===== src/dpt_pkg.sv =====
// Package: payload types, state type, register indexes and indicator color codes.
`default_nettype none
package dpt_pkg;

  localparam int unsigned RegCount = 5;
  localparam int unsigned AddrWidth = 5;

  localparam logic [2:0] REG_RELEASE_THRESHOLD = 3'd0;
  localparam logic [2:0] REG_PRESS_THRESHOLD   = 3'd1;
  localparam logic [2:0] REG_INTEGRATOR_LIMIT  = 3'd2;
  localparam logic [2:0] REG_LOCKOUT_MS        = 3'd3;
  localparam logic [2:0] REG_FLASH_MS          = 3'd4;

  localparam logic [1:0] COL_GREEN = 2'd0;
  localparam logic [1:0] COL_RED   = 2'd1;
  localparam logic [1:0] COL_BLUE  = 2'd2;
  localparam logic [1:0] COL_CYAN  = 2'd3;

  localparam logic [15:0] TIMER_MAX = 16'hFFFF;

  typedef struct packed {
    logic button_pressed;
    logic enable_level;
    logic message_seen;
    logic ms_tick;
  } in_item_t;

  typedef struct packed {
    logic       paused;
    logic       relay_on;
    logic       thru_on;
    logic [1:0] indicator_colour;
  } out_item_t;

  typedef struct packed {
    logic [7:0]  release_threshold;
    logic [7:0]  press_threshold;
    logic [7:0]  integrator_limit;
    logic [15:0] lockout_ms;
    logic [15:0] flash_ms;
  } cfg_t;

  typedef struct packed {
    logic [7:0]  press_integrator;
    logic        debounced_pressed;
    logic        pause_flag;
    logic [15:0] since_release_ms;
    logic [15:0] since_message_ms;
    logic        flash_active;
    logic [1:0]  colour_now;
  } state_t;

endpackage
`default_nettype wire


===== src/dpt_step.sv =====
// Next-state and result logic for one poll pass.
`default_nettype none
module dpt_step (
  input  wire dpt_pkg::cfg_t     cfg,
  input  wire dpt_pkg::state_t   st,
  input  wire dpt_pkg::in_item_t item,
  output dpt_pkg::state_t        st_next,
  output dpt_pkg::out_item_t     result
);

  logic [15:0] rel_ms;
  logic [15:0] msg_ms;
  logic [7:0]  integ;

  always_comb begin
    rel_ms = st.since_release_ms;
    msg_ms = st.since_message_ms;
    if (item.ms_tick) begin
      if (rel_ms != dpt_pkg::TIMER_MAX) rel_ms = rel_ms + 16'd1;
      if (msg_ms != dpt_pkg::TIMER_MAX) msg_ms = msg_ms + 16'd1;
    end

    integ = st.press_integrator;
    if (item.button_pressed) begin
      if (integ < cfg.integrator_limit) integ = integ + 8'd1;
    end else if (integ != 8'd0) begin
      integ = integ - 8'd1;
    end

    st_next = st;
    st_next.press_integrator = integ;
    st_next.since_release_ms = rel_ms;
    st_next.since_message_ms = msg_ms;

    if (item.enable_level) begin
      if (integ < cfg.release_threshold && st.debounced_pressed) begin
        st_next.since_release_ms  = 16'd0;
        st_next.debounced_pressed = 1'b0;
      end else if (integ > cfg.press_threshold && !st.debounced_pressed &&
                   rel_ms > cfg.lockout_ms) begin
        st_next.debounced_pressed = 1'b1;
        st_next.pause_flag        = !st.pause_flag;
        st_next.colour_now        = st.pause_flag ? dpt_pkg::COL_GREEN : dpt_pkg::COL_RED;
      end
    end

    if (item.message_seen) begin
      st_next.since_message_ms = 16'd0;
      st_next.colour_now       = dpt_pkg::COL_BLUE;
      st_next.flash_active     = 1'b1;
    end

    // flash expiry reverts to the pause color, or cyan when disabled
    if (st_next.flash_active && st_next.since_message_ms > cfg.flash_ms) begin
      if (item.enable_level) begin
        st_next.colour_now = st_next.pause_flag ? dpt_pkg::COL_RED : dpt_pkg::COL_GREEN;
      end else begin
        st_next.colour_now = dpt_pkg::COL_CYAN;
      end
      st_next.flash_active = 1'b0;
    end

    result.paused           = st_next.pause_flag;
    result.relay_on         = st_next.pause_flag;
    result.thru_on          = !st_next.pause_flag;
    result.indicator_colour = st_next.colour_now;
  end

endmodule
`default_nettype wire


===== src/debounced_pause_toggle_indicator_core.sv =====
// Top level: config registers, pass state, output register and handshakes.
// Latency: a result is valid the cycle after its input transaction is accepted.
// Throughput: one transaction per cycle while in_ready is high; state updates in a single registered pass.
// in_ready stays high while the output register is empty or being drained.
// Reset (synchronous, active high) clears state, restores register defaults
// and empties the output register.
`default_nettype none
module debounced_pause_toggle_indicator_core (
  input  wire                     clk,
  input  wire                     rst,
  input  wire                     in_valid,
  output logic                    in_ready,
  input  wire dpt_pkg::in_item_t  in_data,
  output logic                    out_valid,
  input  wire                     out_ready,
  output dpt_pkg::out_item_t      out_data,
  input  wire                     psel,
  input  wire                     penable,
  input  wire                     pwrite,
  input  wire [dpt_pkg::AddrWidth-1:0] paddr,
  input  wire [31:0]              pwdata,
  output logic [31:0]             prdata,
  output logic                    pready
);

  dpt_pkg::cfg_t      cfg;
  dpt_pkg::state_t    st;
  dpt_pkg::state_t    st_next;
  dpt_pkg::out_item_t result;
  logic               accept;
  logic               cfg_write;
  logic [2:0]         reg_index;

  assign pready    = 1'b1;
  assign reg_index = paddr[dpt_pkg::AddrWidth-1:2];
  assign cfg_write = psel && penable && pwrite;
  assign in_ready  = !out_valid || out_ready;
  assign accept    = in_valid && in_ready;

  always_ff @(posedge clk) begin
    if (rst) begin
      cfg.release_threshold <= 8'd20;
      cfg.press_threshold   <= 8'd50;
      cfg.integrator_limit  <= 8'd70;
      cfg.lockout_ms        <= 16'd300;
      cfg.flash_ms          <= 16'd1000;
    end else if (cfg_write) begin
      unique case (reg_index)
        dpt_pkg::REG_RELEASE_THRESHOLD: cfg.release_threshold <= pwdata[7:0];
        dpt_pkg::REG_PRESS_THRESHOLD:   cfg.press_threshold   <= pwdata[7:0];
        dpt_pkg::REG_INTEGRATOR_LIMIT:  cfg.integrator_limit  <= pwdata[7:0];
        dpt_pkg::REG_LOCKOUT_MS:        cfg.lockout_ms        <= pwdata[15:0];
        dpt_pkg::REG_FLASH_MS:          cfg.flash_ms          <= pwdata[15:0];
        default: ;
      endcase
    end
  end

  always_comb begin
    unique case (reg_index)
      dpt_pkg::REG_RELEASE_THRESHOLD: prdata = {24'd0, cfg.release_threshold};
      dpt_pkg::REG_PRESS_THRESHOLD:   prdata = {24'd0, cfg.press_threshold};
      dpt_pkg::REG_INTEGRATOR_LIMIT:  prdata = {24'd0, cfg.integrator_limit};
      dpt_pkg::REG_LOCKOUT_MS:        prdata = {16'd0, cfg.lockout_ms};
      dpt_pkg::REG_FLASH_MS:          prdata = {16'd0, cfg.flash_ms};
      default:                        prdata = 32'd0;
    endcase
  end

  dpt_step u_step (
    .cfg     (cfg),
    .st      (st),
    .item    (in_data),
    .st_next (st_next),
    .result  (result)
  );

  always_ff @(posedge clk) begin
    if (rst) begin
      st        <= '0;
      out_valid <= 1'b0;
    end else begin
      if (accept) begin
        st        <= st_next;
        out_valid <= 1'b1;
      end else if (out_ready) begin
        out_valid <= 1'b0;
      end
    end
  end

  always_ff @(posedge clk) begin
    if (accept) begin
      out_data <= result;
    end
  end

`ifndef SYNTHESIS
  a_accept_fills_output: assert property (@(posedge clk) disable iff (rst)
    accept |=> out_valid)
    else $error("accepted transaction produced no result");

  a_message_shows_blue: assert property (@(posedge clk) disable iff (rst)
    accept && in_data.message_seen |=> out_data.indicator_colour == dpt_pkg::COL_BLUE)
    else $error("message did not force blue");

  a_pause_only_on_accept: assert property (@(posedge clk) disable iff (rst)
    !accept |=> $stable(st.pause_flag))
    else $error("pause changed without a transaction");

  a_result_tracks_state: assert property (@(posedge clk) disable iff (rst)
    accept |=> out_data.paused == st.pause_flag &&
               out_data.indicator_colour == st.colour_now)
    else $error("result does not match updated state");
`endif

endmodule
`default_nettype wire


===== config.mk =====
export PLATFORM = sky130hd
export DESIGN_NAME = debounced_pause_toggle_indicator_core
export DESIGN_NICKNAME = d
export VERILOG_FILES = /design/src/dpt_pkg.sv /design/src/dpt_step.sv /design/src/debounced_pause_toggle_indicator_core.sv
export SDC_FILE = /design/constraint.sdc
export NUM_CORES = 1
export LEC_CHECK = 0
export BUFFER_PORTS_ARGS = -buffer_cell sky130_fd_sc_hd__buf_2
export CELL_PAD_IN_SITES_DETAIL_PLACEMENT = 1
export CELL_PAD_IN_SITES_GLOBAL_PLACEMENT = 2
export CORE_MARGIN = 5
export CORE_UTILIZATION = 37
export CTS_CLUSTER_DIAMETER = 40
export DETAILED_ROUTE_END_ITERATION = 8
export GPL_TIMING_DRIVEN = 0
export PLACE_DENSITY = 0.93
export SYNTH_ARGS = -nofsm -noshare
export SYNTH_HDL_FRONTEND = slang
export SYNTH_SLANG_ARGS = --single-unit
export TNS_END_PERCENT = 5

===== constraint.sdc =====
create_clock -name clk -period 9.15 [get_ports clk]
set_input_delay 1.3725 -clock clk [delete_from_list [all_inputs] [get_ports clk]]
set_output_delay 1.3725 -clock clk [all_outputs]
set_load 0.01 [all_outputs]

== Word level (Yosys, flattened, before mapping) ==
Index checks and enable logic that the tools add are counted.

* Logic and storage cells: 76
* Flip-flop bits (word level): 106

* Eq/ne operators: 6
* Add/sub/neg operators: 4
* Reduce and logical (&&, ||, !) cells: 22
* Order comparisons: 5
* Muxes and demuxes: 23

{| class="wikitable"
|+ Operators with widths
! operator !! number
|-
| $mux W16 || 5
|-
| $pmux W16 S5 || 1
|-
| $add A16 B1 Y16 const B || 2
|-
| $gt A16 B16 Y1 || 2
|-
| $ne A16 B16 Y1 const B || 2
|-
| $mux W8 || 3
|-
| $mux W19 || 1
|-
| $mux W17 || 1
|-
| $lt A8 B8 Y1 || 2
|-
| $mux W2 || 5
|-
| $reduce_and A2 Y1 || 5
|-
| $add A8 B1 Y8 const B || 1
|-
| $gt A8 B8 Y1 || 1
|-
| $reduce_bool A8 Y1 || 1
|-
| $sub A8 B1 Y8 const B || 1
|-
| $logic_and A1 B1 Y1 || 7
|-
| $eq A3 B2 Y1 const B || 2
|-
| $mux W1 || 6
|-
| $logic_not A1 Y1 || 4
|-
| $reduce_bool A2 Y1 || 2
|-
| $eq A3 B1 Y1 const B || 1
|-
| $eq A3 B3 Y1 const B || 1
|-
| $logic_not A3 Y1 || 1
|-
| $mux W3 || 1
|-
| other kinds (2) || 2
|}

== Logic depth before layout (Yosys ltp) ==
Gate-level depths: netlist of the first run.

* Word-level depth: 13
* Mapped depth: 18

== Modules after synthesis ==
Synthesis of the first run repeated with hierarchy kept, for this count alone.

* Cell total of the unflattened synthesis: 935
* Area, all modules: 7692.4 µm²

{| class="wikitable"
|+ Modules (own cells, without submodules)
! module !! times used !! area each (µm²) !! cells each !! seq. area each (µm²)
|-
| debounced_pause_toggle_indicator_core || 1 || 4724.5 || 506 || 2192.1
|-
| dpt_step || 1 || 2967.8 || 429 || 0.0
|}

== Worst setup path before layout of the first run ==
Ideal clock, no wire load.

* Kind: input -> register
* Start: in in_data[3] (netlist bit)
* End: reg, netlist name st[33]
* Arrival: 4245 ps
* Data required time: 9033 ps
* Slack: 4788 ps
* Stages: 16
* Cell sequence: clkbuf_1 > inv_1 > a211oi_1 > buf_2 > nand4_1 > o21ai_0 > nor2_1 > a21oi_1 > ha_1 > a21oi_1 > a21oi_1 > nor4_1 > nand3_1 > o211ai_1 > clkinv_1 > a22o_1

{| class="wikitable"
|+ RTL lines
! what !! RTL line !! source
|-
| start, declared || debounced_pause_toggle_indicator_core.sv:13 || <nowiki>input wire dpt_pkg::in_item_t in_data,</nowiki>
|}

==> reports/summary.md, run 1 <==
- count of different cell masters after synthesis: 66
- internal power summed over all cells: 0.823 mW
- highest attainable clock frequency: 178 MHz
- WP data arrival: 5.88 ns
- Relative slew margins: 43.0%
- Worst path max stage delay: 0.56 ns
- Sw Ratio: 35.7%
- clock skew after layout: 0.00758 ns
- area taken by flip-flops and latches: 2160 um2
- Syn. warnings: 0
- clock buffer depth: 2
- leading register cell type out of synthesis: dfxtp_1
- Resize count post-CTS: 0
- drt wl/cell: 18.9 um
- switching power: 0.457 mW
- total global routing overflow: 0
- final count of hold timing violations: 0
- setup bufs post-CTS: 0
- depth of the worst register-to-register path: 17
- number of failing setup endpoints in the final timing report: 0
- total power divided by cell area: 161 nW/um2
- via count of the first global-routing pass: 6,955
- initial core utilization: 37.7%
- minimum hold slack: 0.461 ns
- GRT Total Usage: 21.1%
- max-slew violation count: 0
- clock tree from TritonCTS: built
- result of the run: complete, no violations
- crit path capture type: flop
- count of input and output buffers: 52
- maximum number of pins on one net before global-route repair: 16
- clk slew on worst S/H paths: 0.07 ns
- antenna-violating nets left: 0
- I/O pin total: 88
- Clock Tree Root: clkbuf_16
- hold depth: 2
- routability-driven placement congestion ratio: 0.839
- aggregate routed wire length: 23,200 um
- floorplan die area: 21,900 um2
- WP data required: 9.41 ns
- slowest stage cell, crit path: o211ai_1
- sum of negative setup slack: 0 ns
- Antenna Cells: 0
- syn avg cell area: 7.73 um2
- share of flip-flops with an asynchronous set or reset: 0%
- nets@finish: 1,096
- worst path cell trace: buf_2 -> clkbuf_1 -> inv_1 -> a211oi_1 -> buf_2 -> nand4_1 -> o21ai_0 -> nor2_1 -> a21oi_1 -> ha_1 -> a21oi_1 -> a21oi_1 -> nor4_1 -> nand3_1 -> o211ai_1 -> clkinv_1 -> a22o_1
- maximum capacitance violations: 0
- register bit total from synthesis: 106
- combinational fraction of design power: 30.9%
- leakage power summed over all cells: 3.19 nW
- minimum period implied by the final worst setup slack: 5.62 ns
- routed via count: 6,743
- Detail Placement HPWL: 18,200 um
- fraction of layout cells with a size suffix above 1: 10.5%
- post-synth design cell area: 7040 um2
- sequential-to-total area share from yosys stat: 30.7%
- first-pass GRT wire length: 36,700 um
- most numerous cell on the critical path: a21oi_1
- post-synthesis instance total: 911
- footprint of the multi-input gates: 4340 um2
- via count normalized by instance count: 5.50
- setup repair after global routing missed its margin: no
- number of hold buffers added after cts: 0
- period utilisation layout: 61.4%
- number of DRC markers in iteration 0: 414
- H-tree depth reported by CTS: 3
- critical path start-end classification: in -> reg
- Clock Latency Late Sink: 0.36 ns
- slew at the pin closest to its max-slew limit: 0.855 ns
- startpoint kind of the worst setup timing path: primary input
- die extent in y: 148 um
- number of enable-type register cells in the synthesized netlist: 4
- die boundary width: 148 um
- area growth from synthesis to final layout: 12.5%
- placed standard-cell area: 7650 um2
- class of the worst hold path: reg -> reg
- Critical Path Fanout Max: 10
- maximum ir drop on the vdd rail: 0.0892 mV
- Flop pwr share: 38.9%
- Filler Cell Count: 2,360
- count of unresolved DRC violations after routing: 0
- Num CTS Buffers: 9
- Site Rows: 50
- final std cell area, no fill: 7920 um2
- initial antenna violation count: 0
- placeable core region: 18,700 um2
- number of sinks driven by the clock tree: 106
- drt first pass iters: 5
- clock power share: 30.2%
cell type report:
type	instances	share of cell area, %
inverter	69	3.27
tap	234	3.69
buffer	67	4.28
clock buffer	13	3.28
timing repair buffer	52	3.28
clock inverter	2	0.142
multi-input combinational	684	54.8
sequential	106	27.3
flip-flops by register name, summed over array words and instances (netlist names):
name / cells
cfg: 56
out_valid: 1
st: 45
out_data: 4
cells in the mapped netlist, types with 3 or more instances:
master,instances,area (um2)
nand2_1,107,402
dfxtp_1,102,2040
nor2_1,81,304
a21oi_1,80,400
inv_1,68,255
ha_1,59,738
o21ai_0,43,215
clkbuf_1,39,146
nand3_1,36,180
a22oi_1,20,150
nor3_1,19,95.1
a211o_1,18,158
buf_4,18,135
nand4_1,18,113
xnor2_1,17,149
mux2i_1,14,140
xor2_1,12,105
a31oi_1,11,68.8
a22o_1,10,87.6
or3_1,10,62.6
and3_1,9,56.3
o22ai_1,9,56.3
nor2b_1,8,50.1
a21o_1,7,52.6
o21a_1,7,52.6
a211oi_1,6,45.0
and2_1,6,37.5
a311oi_1,5,43.8
nand2b_1,5,31.3
buf_1,4,15.0
buf_2,4,20.0
edfxtp_1,4,120
nand3b_1,4,30.0
o211ai_1,4,30.0
nor3b_1,3,22.5
o31ai_1,3,22.5
or2_2,3,18.8
routing by layer:
| layer | share of wire (%) | wire length, um | vias to the layer above | global-route usage (%) |
|---|---|---|---|---|
| li1 | - | - | 3347 | - |
| met1 | 47 | 11000 | 3233 | 28.4 |
| met2 | 47 | 11000 | 128 | 35.2 |
| met3 | 3.2 | 755 | 35 | 2.54 |
| met4 | 2.0 | 463 | 0 | 6.79 |
| met5 | 0 | 0 | - | 0 |
cells by family after synthesis:
kind of cell,share of synthesized area [%]
buffers and inverters,8.49
adder cells (fa/ha/maj),10.5
AND/OR/NAND/NOR,21.8
multiplexers,2.31
AO/OA/AOI/OAI,22.5
XOR/XNOR,3.61
other,0.107
flip-flops,30.7
worst paths after layout:
path                         from                    to  slack (ns)
min          cfg[10]$_SDFFE_PP0P_  cfg[10]$_SDFFE_PP0P_        0.46
max reg2reg   st[43]$_SDFFE_PP0P_   st[20]$_SDFFE_PP0P_        4.15
min reg2reg  cfg[10]$_SDFFE_PP0P_  cfg[10]$_SDFFE_PP0P_        0.46
max                    in_data[3]   st[20]$_SDFFE_PP0P_        3.53
per-stage QoR:
stage          total power [mW]  cells  setup WS, ns  util [%]
5_1_grt                    1.35   1227          3.25      42.4
2_1_floorplan             0.778    926          4.79         -
6_report                   1.28   1227          3.53      42.4
4_1_cts                    1.28   1227          3.61      42.4
3_5_place_dp              0.897   1212          3.30      40.9
3_3_place_gp              0.883   1212          3.30      40.9
power groups by stage:
stage | registers, mW | logic [mW] | clock network (mW)
detailed placement | 0.509 | 0.388 | 0
floorplan | 0.503 | 0.275 | 0
finish | 0.498 | 0.395 | 0.386
global route | 0.501 | 0.442 | 0.406
CTS | 0.498 | 0.392 | 0.391
global placement | 0.509 | 0.374 | 0
critical path: cells and delay by family:
kind	cells	cell delay [ns]
AOI/OAI and AO/OA	7	2.05
adders and majority gates	1	0.35
and+or+nand+nor	4	0.66
buffers and inverters	5	1.44
cells in the final DEF, fill, tap and decap left out, drive strengths merged, types with 17 or more instances in the layout:
cell type  count
nand2        107
dfxtp        102
nor2          82
a21oi         81
buf           80
inv           69
ha            59
clkbuf        52
o21ai         43
nand3         36
a22oi         20
nor3          19
nand4         19
a211o         18
xnor2         17
conb          17
(Power assumes the default switching activity.)
==> inputs of run 2 (changes only) <==
--- a/config.mk
+++ b/config.mk
@@ -5,15 +5,16 @@
 export SDC_FILE = /design/constraint.sdc
 export NUM_CORES = 1
 export LEC_CHECK = 0
+export ABC_AREA = 1
 export BUFFER_PORTS_ARGS = -buffer_cell sky130_fd_sc_hd__buf_2
 export CELL_PAD_IN_SITES_DETAIL_PLACEMENT = 1
 export CELL_PAD_IN_SITES_GLOBAL_PLACEMENT = 2
 export CORE_MARGIN = 5
-export CORE_UTILIZATION = 37
+export CORE_UTILIZATION = 30
 export CTS_CLUSTER_DIAMETER = 40
 export DETAILED_ROUTE_END_ITERATION = 8
 export GPL_TIMING_DRIVEN = 0
-export PLACE_DENSITY = 0.93
+export PLACE_DENSITY = 0.84
 export SYNTH_ARGS = -nofsm -noshare
 export SYNTH_HDL_FRONTEND = slang
 export SYNTH_SLANG_ARGS = --single-unit
==> constraint.sdc (replaced) <==
create_clock -name clk -period 4.5 [get_ports clk]
set_input_delay 0.675 -clock clk [delete_from_list [all_inputs] [get_ports clk]]
set_output_delay 0.675 -clock clk [all_outputs]
set_load 0.01 [all_outputs]
==> run 2 against run 1 <==
Effect of this change:
- highest routed layer unchanged
- clock skew decreased by 0.00084 ns
- critical path depth fell by 1
- largest cell class unchanged
- critical path type is now reg -> reg
- via count is 1.8% lower
==> reports/summary.md, run 2 <==
- Pwr Total: 2.20 mW
- top post-synthesis cells by area: dfxtp_1 (30%), ha_1 (11%), inv_1 (8.2%)
- leakage power summed over all cells: 3.41 nW
- drt wl/cell: 17.8 um
- syn avg cell area: 7.18 um2
- worst min-delay path endpoint: st[2]$_SDFFE_PP0P_
- leading cell type in the layout, fill and taps excluded: inv_1
- internal power summed over all cells: 1.53 mW
- maximum number of pins on one net before global-route repair: 17
- cell with the most instances after synthesis: inv_1
- slew at the pin closest to its max-slew limit: 0.960 ns
- Detail Placement HPWL: 18,700 um
- Antenna Cells: 0
- nets@finish: 1,144
- Num CTS Buffers: 9
- period utilisation layout: 92.0%
- post-synth design cell area: 6890 um2
- crit path capture type: flop
- non-filler cells, final: 1,327
- clock tree from TritonCTS: built
- largest delay contributor family on the critical path: compound AO/OA/AOI/OAI gates
- CP bufs+invs: 1
- floorplan die area: 26,100 um2
- Crit. path cell count: 16
- r2r startpoint: st[42]$_SDFFE_PP0P_
- initial core utilization: 30.4%
- clock power share: 36.7%
- number of failing setup endpoints in the final timing report: 0
- critical path start-end classification: reg -> reg
- share of flip-flops with an asynchronous set or reset: 0%
- class of the worst hold path: reg -> reg
- top cells by count, synth: inv_1 (150), nand2_1 (136), a21oi_1 (103)
- post-synth top area share: 29.6%
- number of sinks driven by the clock tree: 106
- max-slew violation count: 0
- count of different cell masters after synthesis: 48
- setup bufs post-CTS: 0
- fraction of layout cells with a size suffix above 1: 13.8%
- Sw Ratio: 30.4%
- number of DRC markers in iteration 0: 268
- via count normalized by instance count: 4.99
- startpoint kind of the worst setup timing path: flop
- register bit total from synthesis: 106
- Relative slew margins: 34.3%
- count of unresolved DRC violations after routing: 0
- antenna-violating nets left: 0
- via count of the first global-routing pass: 6,756
- Layout Utilization: 34.7%
- result of the run: complete, no violations
- count of input and output buffers: 51
- post-synthesis instance total: 960
- placeable core region: 22,600 um2
- largest area contributor in the synthesized netlist: dfxtp_1
- switching power: 0.669 mW
- routability-driven placement congestion ratio: 0.835
- Clock Latency Late Sink: 0.36 ns
- total global routing overflow: 0
- Syn. warnings: 0
- number of hold buffers added after cts: 0
- minimum hold slack: 0.473 ns
- setup repair after global routing missed its margin: no
- routed via count: 6,619
- aggregate routed wire length: 23,600 um
- H-tree depth reported by CTS: 3
- number of enable-type register cells in the synthesized netlist: 4
- Site Rows: 55
- slowest stage cell, crit path: a2111oi_0
- first-pass GRT wire length: 37,300 um
- sequential-to-total area share from yosys stat: 31.4%
- Critical Path Fanout Max: 10
- minimum period implied by the final worst setup slack: 4.14 ns
- worst path cell trace: ha_1 -> a21oi_1 -> o21a_1 -> nand4_1 -> nor2_1 -> nand2_1 -> xor2_1 -> o21ai_0 -> ha_1 -> nand2_1 -> nor2_1 -> a2111oi_0 -> nand3_4 -> buf_8 -> nand3_2 -> a21oi_2
- WP data required: 4.71 ns
- flip-flop count of the largest register, all copies and words added: 56
- leading registers by flop count: cfg x56, st x45, out_data x4
- Inst Count DP: 1,311
- WP data arrival: 4.35 ns
- clock buffer depth: 2
- total power divided by cell area: 281 nW/um2
- initial antenna violation count: 0
- clk slew on worst S/H paths: 0.08 ns
- maximum ir drop on the vdd rail: 0.191 mV
- Worst path max stage delay: 0.74 ns
- clock skew after layout: 0.00674 ns
- die extent in y: 162 um
- area growth from synthesis to final layout: 13.8%
- hold depth: 2
- commonest cells after routing, fill and taps aside: inv_1 (150), nand2_1 (136), a21oi_1 (103)
- maximum capacitance violations: 0
- highest attainable clock frequency: 241 MHz
- GRT Total Usage: 18.3%
- die boundary width: 162 um
- Most flops, register: cfg
- depth of the worst register-to-register path: 16
- final count of hold timing violations: 0
- Clock Tree Root: clkbuf_16
- sum of negative setup slack: 0 ns
- worst reg2reg setup slack: 0.36 ns
- Flop pwr share: 45.1%
- startpoint of the worst hold path: st[2]$_SDFFE_PP0P_
- Resize count post-CTS: 0
- r2r endpoint: st[30]$_SDFFE_PP0P_
- combinational fraction of design power: 18.3%
- leading register cell type out of synthesis: dfxtp_1
- I/O pin total: 88
- drt first pass iters: 4
==> run 2: cell types whose count changed after synthesis, sizes merged, moves of 20 or more <==
cell / change
nand2: +33
o21ai: +57
inv: +95
a21oi: +35
nor2: -21
a22oi: -20
==> run 2: power groups by stage <==
stage / registers, mW / clock network [mW] / logic [mW]
2_1_floorplan: 1.01 / 0 / 0.267
3_3_place_gp: 1.01 / 0 / 0.394
3_5_place_dp: 1.01 / 0 / 0.403
4_1_cts: 0.993 / 0.823 / 0.406
5_1_grt: 0.996 / 0.855 / 0.457
6_report: 0.992 / 0.807 / 0.402
==> run 2: layout make-up <==
cell class              count  area, um2
clock buffers               9        225
well taps                 285        357
fillers                  2869      14800
multi-input cells         655       3900
plain buffers              49        272
flip-flops and latches    106       2160
repair buffers             51        255
clock inverters             7       60.1
inverters                 165        619
==> run 2: cell families (layout without fill, tap and decap cells) <==
family	after synthesis	count (layout)	share of synthesized area, %
other	2	17	0.109
XOR/XNOR	22	22	2.80
AND/OR/NAND/NOR	292	292	20.2
flip-flops	106	106	31.4
adder cells (fa/ha/maj)	59	59	10.7
AO/OA/AOI/OAI	265	265	21.9
buffers and inverters	214	281	12.9
==> run 2: how the worst max path moves through the flow <==
stage | start | slack [ns] | to
floorplan | st[44]$_SDFFE_PP0P_ | 1.16 | st[30]$_SDFFE_PP0P_
global placement | st[42]$_SDFFE_PP0P_ | 0.40 | st[30]$_SDFFE_PP0P_
detailed placement | st[40]$_SDFFE_PP0P_ | 0.36 | st[30]$_SDFFE_PP0P_
CTS | st[40]$_SDFFE_PP0P_ | 0.33 | st[30]$_SDFFE_PP0P_
global route | st[42]$_SDFFE_PP0P_ | 0.06 | st[23]$_SDFFE_PP0P_
finish | st[42]$_SDFFE_PP0P_ | 0.36 | st[30]$_SDFFE_PP0P_
==> run 2: worst register-to-register path, delay by kind of cell (launching register included) <==
family | cells | cell delay, ns
AND/OR/NAND/NOR | 7 | 0.90
XOR/XNOR | 1 | 0.15
adder cells (fa/ha/maj) | 2 | 0.63
flip-flops | 1 | 0.48
AO/OA/AOI/OAI | 5 | 1.61
buffers and inverters | 1 | 0.25
==> run 2: stage by stage <==
stage | worst slack [ns] | area (um2)
2_1_floorplan | 1.16 | 6950
3_3_place_gp | 0.398 | 7560
3_5_place_dp | 0.358 | 7560
4_1_cts | 0.333 | 7850
5_1_grt | 0.0584 | 7850
6_report | 0.358 | 7850
==> run 2: metal layers <==
metal / wire (um) / up-vias / GRT usage [%]
met5: 0 / - / 0
met4: 310 / 0 / 3.61
met3: 602 / 15 / 2.88
met2: 11500 / 81 / 32.1
met1: 11200 / 3216 / 23.9
li1: - / 3307 / -
==> inputs of run 3 (changes only) <==
--- a/config.mk
+++ b/config.mk
@@ -7,10 +7,8 @@
 export LEC_CHECK = 0
 export ABC_AREA = 1
 export BUFFER_PORTS_ARGS = -buffer_cell sky130_fd_sc_hd__buf_2
-export CELL_PAD_IN_SITES_DETAIL_PLACEMENT = 1
-export CELL_PAD_IN_SITES_GLOBAL_PLACEMENT = 2
 export CORE_MARGIN = 5
-export CORE_UTILIZATION = 30
+export CORE_UTILIZATION = 53
 export CTS_CLUSTER_DIAMETER = 40
 export DETAILED_ROUTE_END_ITERATION = 8
 export GPL_TIMING_DRIVEN = 0
==> constraint.sdc (replaced) <==
create_clock -name clk -period 4.5 [get_ports clk]
set_input_delay 0.675 -clock clk [delete_from_list [all_inputs] [get_ports clk]]
set_output_delay 0.675 -clock clk [all_outputs]
set_load 0.1 [all_outputs]
==> run 3 against run 2 <==
Effect of this change:
- register-to-register slack improved by 0.11 ns
- die area fell by 41%
- combinational power rose by 27%
- hold slack got worse by 0.0035 ns
- final cell count fell by 8.5%
- final area fell by 1.2%
- via count rose by 2.2%
- critical path depth did not move
- maximum frequency rose by 2.7%
- clock skew rose by 0.0040 ns
- setup slack improved by 0.11 ns
- sequential share of layout area rose by 0.35 points
- critical endpoint is now st[20]$_SDFFE_PP0P_
==> reports/summary.md, run 3 (synthesis results as in run 2) <==
- antenna-violating nets left: 0
- max-slew violation count: 0
- commonest cells after routing, fill and taps aside: inv_1 (150), nand2_1 (136), a21oi_1 (103)
- routability-driven placement congestion ratio: 0.932
- Most flops, register: cfg
- clock tree from TritonCTS: built
- die boundary width: 124 um
- critical path start-end classification: reg -> reg
- setup repair after global routing missed its margin: no
- placeable core region: 12,700 um2
- WP data arrival: 4.25 ns
- slew at the pin closest to its max-slew limit: 1.02 ns
- result of the run: complete, no violations
- Resize count post-CTS: 0
- minimum period implied by the final worst setup slack: 4.03 ns
- clk slew on worst S/H paths: 0.07 ns
- sum of negative setup slack: 0 ns
- count of input and output buffers: 51
- initial antenna violation count: 0
- drt first pass iters: 5
- area growth from synthesis to final layout: 12.4%
- leakage power summed over all cells: 3.43 nW
- Num CTS Buffers: 9
- minimum hold slack: 0.470 ns
- r2r startpoint: st[44]$_SDFFE_PP0P_
- GRT Total Usage: 25.9%
- maximum number of pins on one net before global-route repair: 18
- maximum capacitance violations: 0
- clock buffer depth: 2
- leading cell type in the layout, fill and taps excluded: inv_1
- class of the worst hold path: reg -> reg
- crit path capture type: flop
- highest attainable clock frequency: 248 MHz
- aggregate routed wire length: 19,200 um
- via count normalized by instance count: 5.57
- Detail Placement HPWL: 14,700 um
- setup bufs post-CTS: 0
- internal power summed over all cells: 1.61 mW
- maximum ir drop on the vdd rail: 0.196 mV
- Antenna Cells: 0
- nets@finish: 1,144
- clock skew after layout: 0.0107 ns
- Site Rows: 41
- total global routing overflow: 0
- Pwr Total: 2.38 mW
- startpoint of the worst setup timing path: st[44]$_SDFFE_PP0P_
- number of DRC markers in iteration 0: 494
- initial core utilization: 54.4%
- drt wl/cell: 15.8 um
- Relative slew margins: 30.0%
- number of sinks driven by the clock tree: 106
- number of hold buffers added after cts: 0
- count of unresolved DRC violations after routing: 0
- Flop pwr share: 41.6%
- H-tree depth reported by CTS: 3
- startpoint kind of the worst setup timing path: flop
- floorplan die area: 15,400 um2
- period utilisation layout: 89.6%
- fraction of layout cells with a size suffix above 1: 14.0%
- switching power: 0.773 mW
- routed via count: 6,767
- Clock Tree Root: clkbuf_16
- startpoint of the worst hold path: st[2]$_SDFFE_PP0P_
- final count of hold timing violations: 0
- die extent in y: 124 um
- I/O pin total: 88
- Inst Count DP: 1,198
- total power divided by cell area: 308 nW/um2
- Critical Path Fanout Max: 10
- non-filler cells, final: 1,214
- Sw Ratio: 32.4%
- flip-flop count of the largest register, all copies and words added: 56
- number of failing setup endpoints in the final timing report: 0
- clock power share: 37.0%
- post-route setup slack: 0.466 ns
- via count of the first global-routing pass: 6,367
- WP data required: 4.72 ns
- first-pass GRT wire length: 31,000 um
- worst setup slack before clock tree synthesis: 0.551 ns
- combinational fraction of design power: 21.4%
- leading registers by flop count: cfg x56, st x45, out_data x4
- Clock Latency Late Sink: 0.36 ns
-- run 3: area by class of cell --
type                            instances  area, um2
Fill cell                            1172       4920
Multi-Input combinational cell        655       3900
Sequential cell                       106       2160
Inverter                              165        619
Buffer                                 49        272
Timing Repair Buffer                   51        255
Clock buffer                           10        239
Tap cell                              172        215
Clock inverter                          6       90.1
-- run 3: worst paths after layout --
path	endpoint	slack (ns)	cells after the start
min reg2reg	st[2]$_SDFFE_PP0P_	0.47	2
max	st[20]$_SDFFE_PP0P_	0.47	16
max reg2reg	st[20]$_SDFFE_PP0P_	0.47	16
min	st[2]$_SDFFE_PP0P_	0.47	2
-- run 3: worst max-delay path, stage by stage, from the launching register on --
cell	delay [ns]
dfxtp_1	0.46
ha_1	0.29
a21oi_1	0.15
o21a_1	0.21
nand4_1	0.17
nor2_1	0.17
nand2_1	0.09
xor2_1	0.14
o21ai_0	0.36
ha_1	0.32
nand2_1	0.08
nor2_1	0.04
a2111oi_0	0.79
nand3_4	0.25
buf_8	0.24
nand3_2	0.07
a21oi_2	0.05
-- run 3: power groups by stage --
stage / logic (mW) / registers [mW] / clock network, mW
finish: 0.511 / 0.991 / 0.882
global route: 0.558 / 0.995 / 0.916
CTS: 0.505 / 0.991 / 0.881
detailed placement: 0.502 / 1.01 / 0
global placement: 0.492 / 1.01 / 0
floorplan: 0.371 / 1.03 / 0
-- run 3: per-layer routing --
metal	routed length (um)	track usage [%]
met1	8230	32.8
met2	8970	43.3
met3	1460	4.68
met4	572	11.0
met5	0	0
-- run 3: per-stage QoR --
stage / util [%] / cell area, um2
5_1_grt: 61.2 / 7750
6_report: 61.2 / 7750
4_1_cts: 61.2 / 7750
2_1_floorplan: - / 6950
3_3_place_gp: 58.6 / 7420
3_5_place_dp: 58.6 / 7420
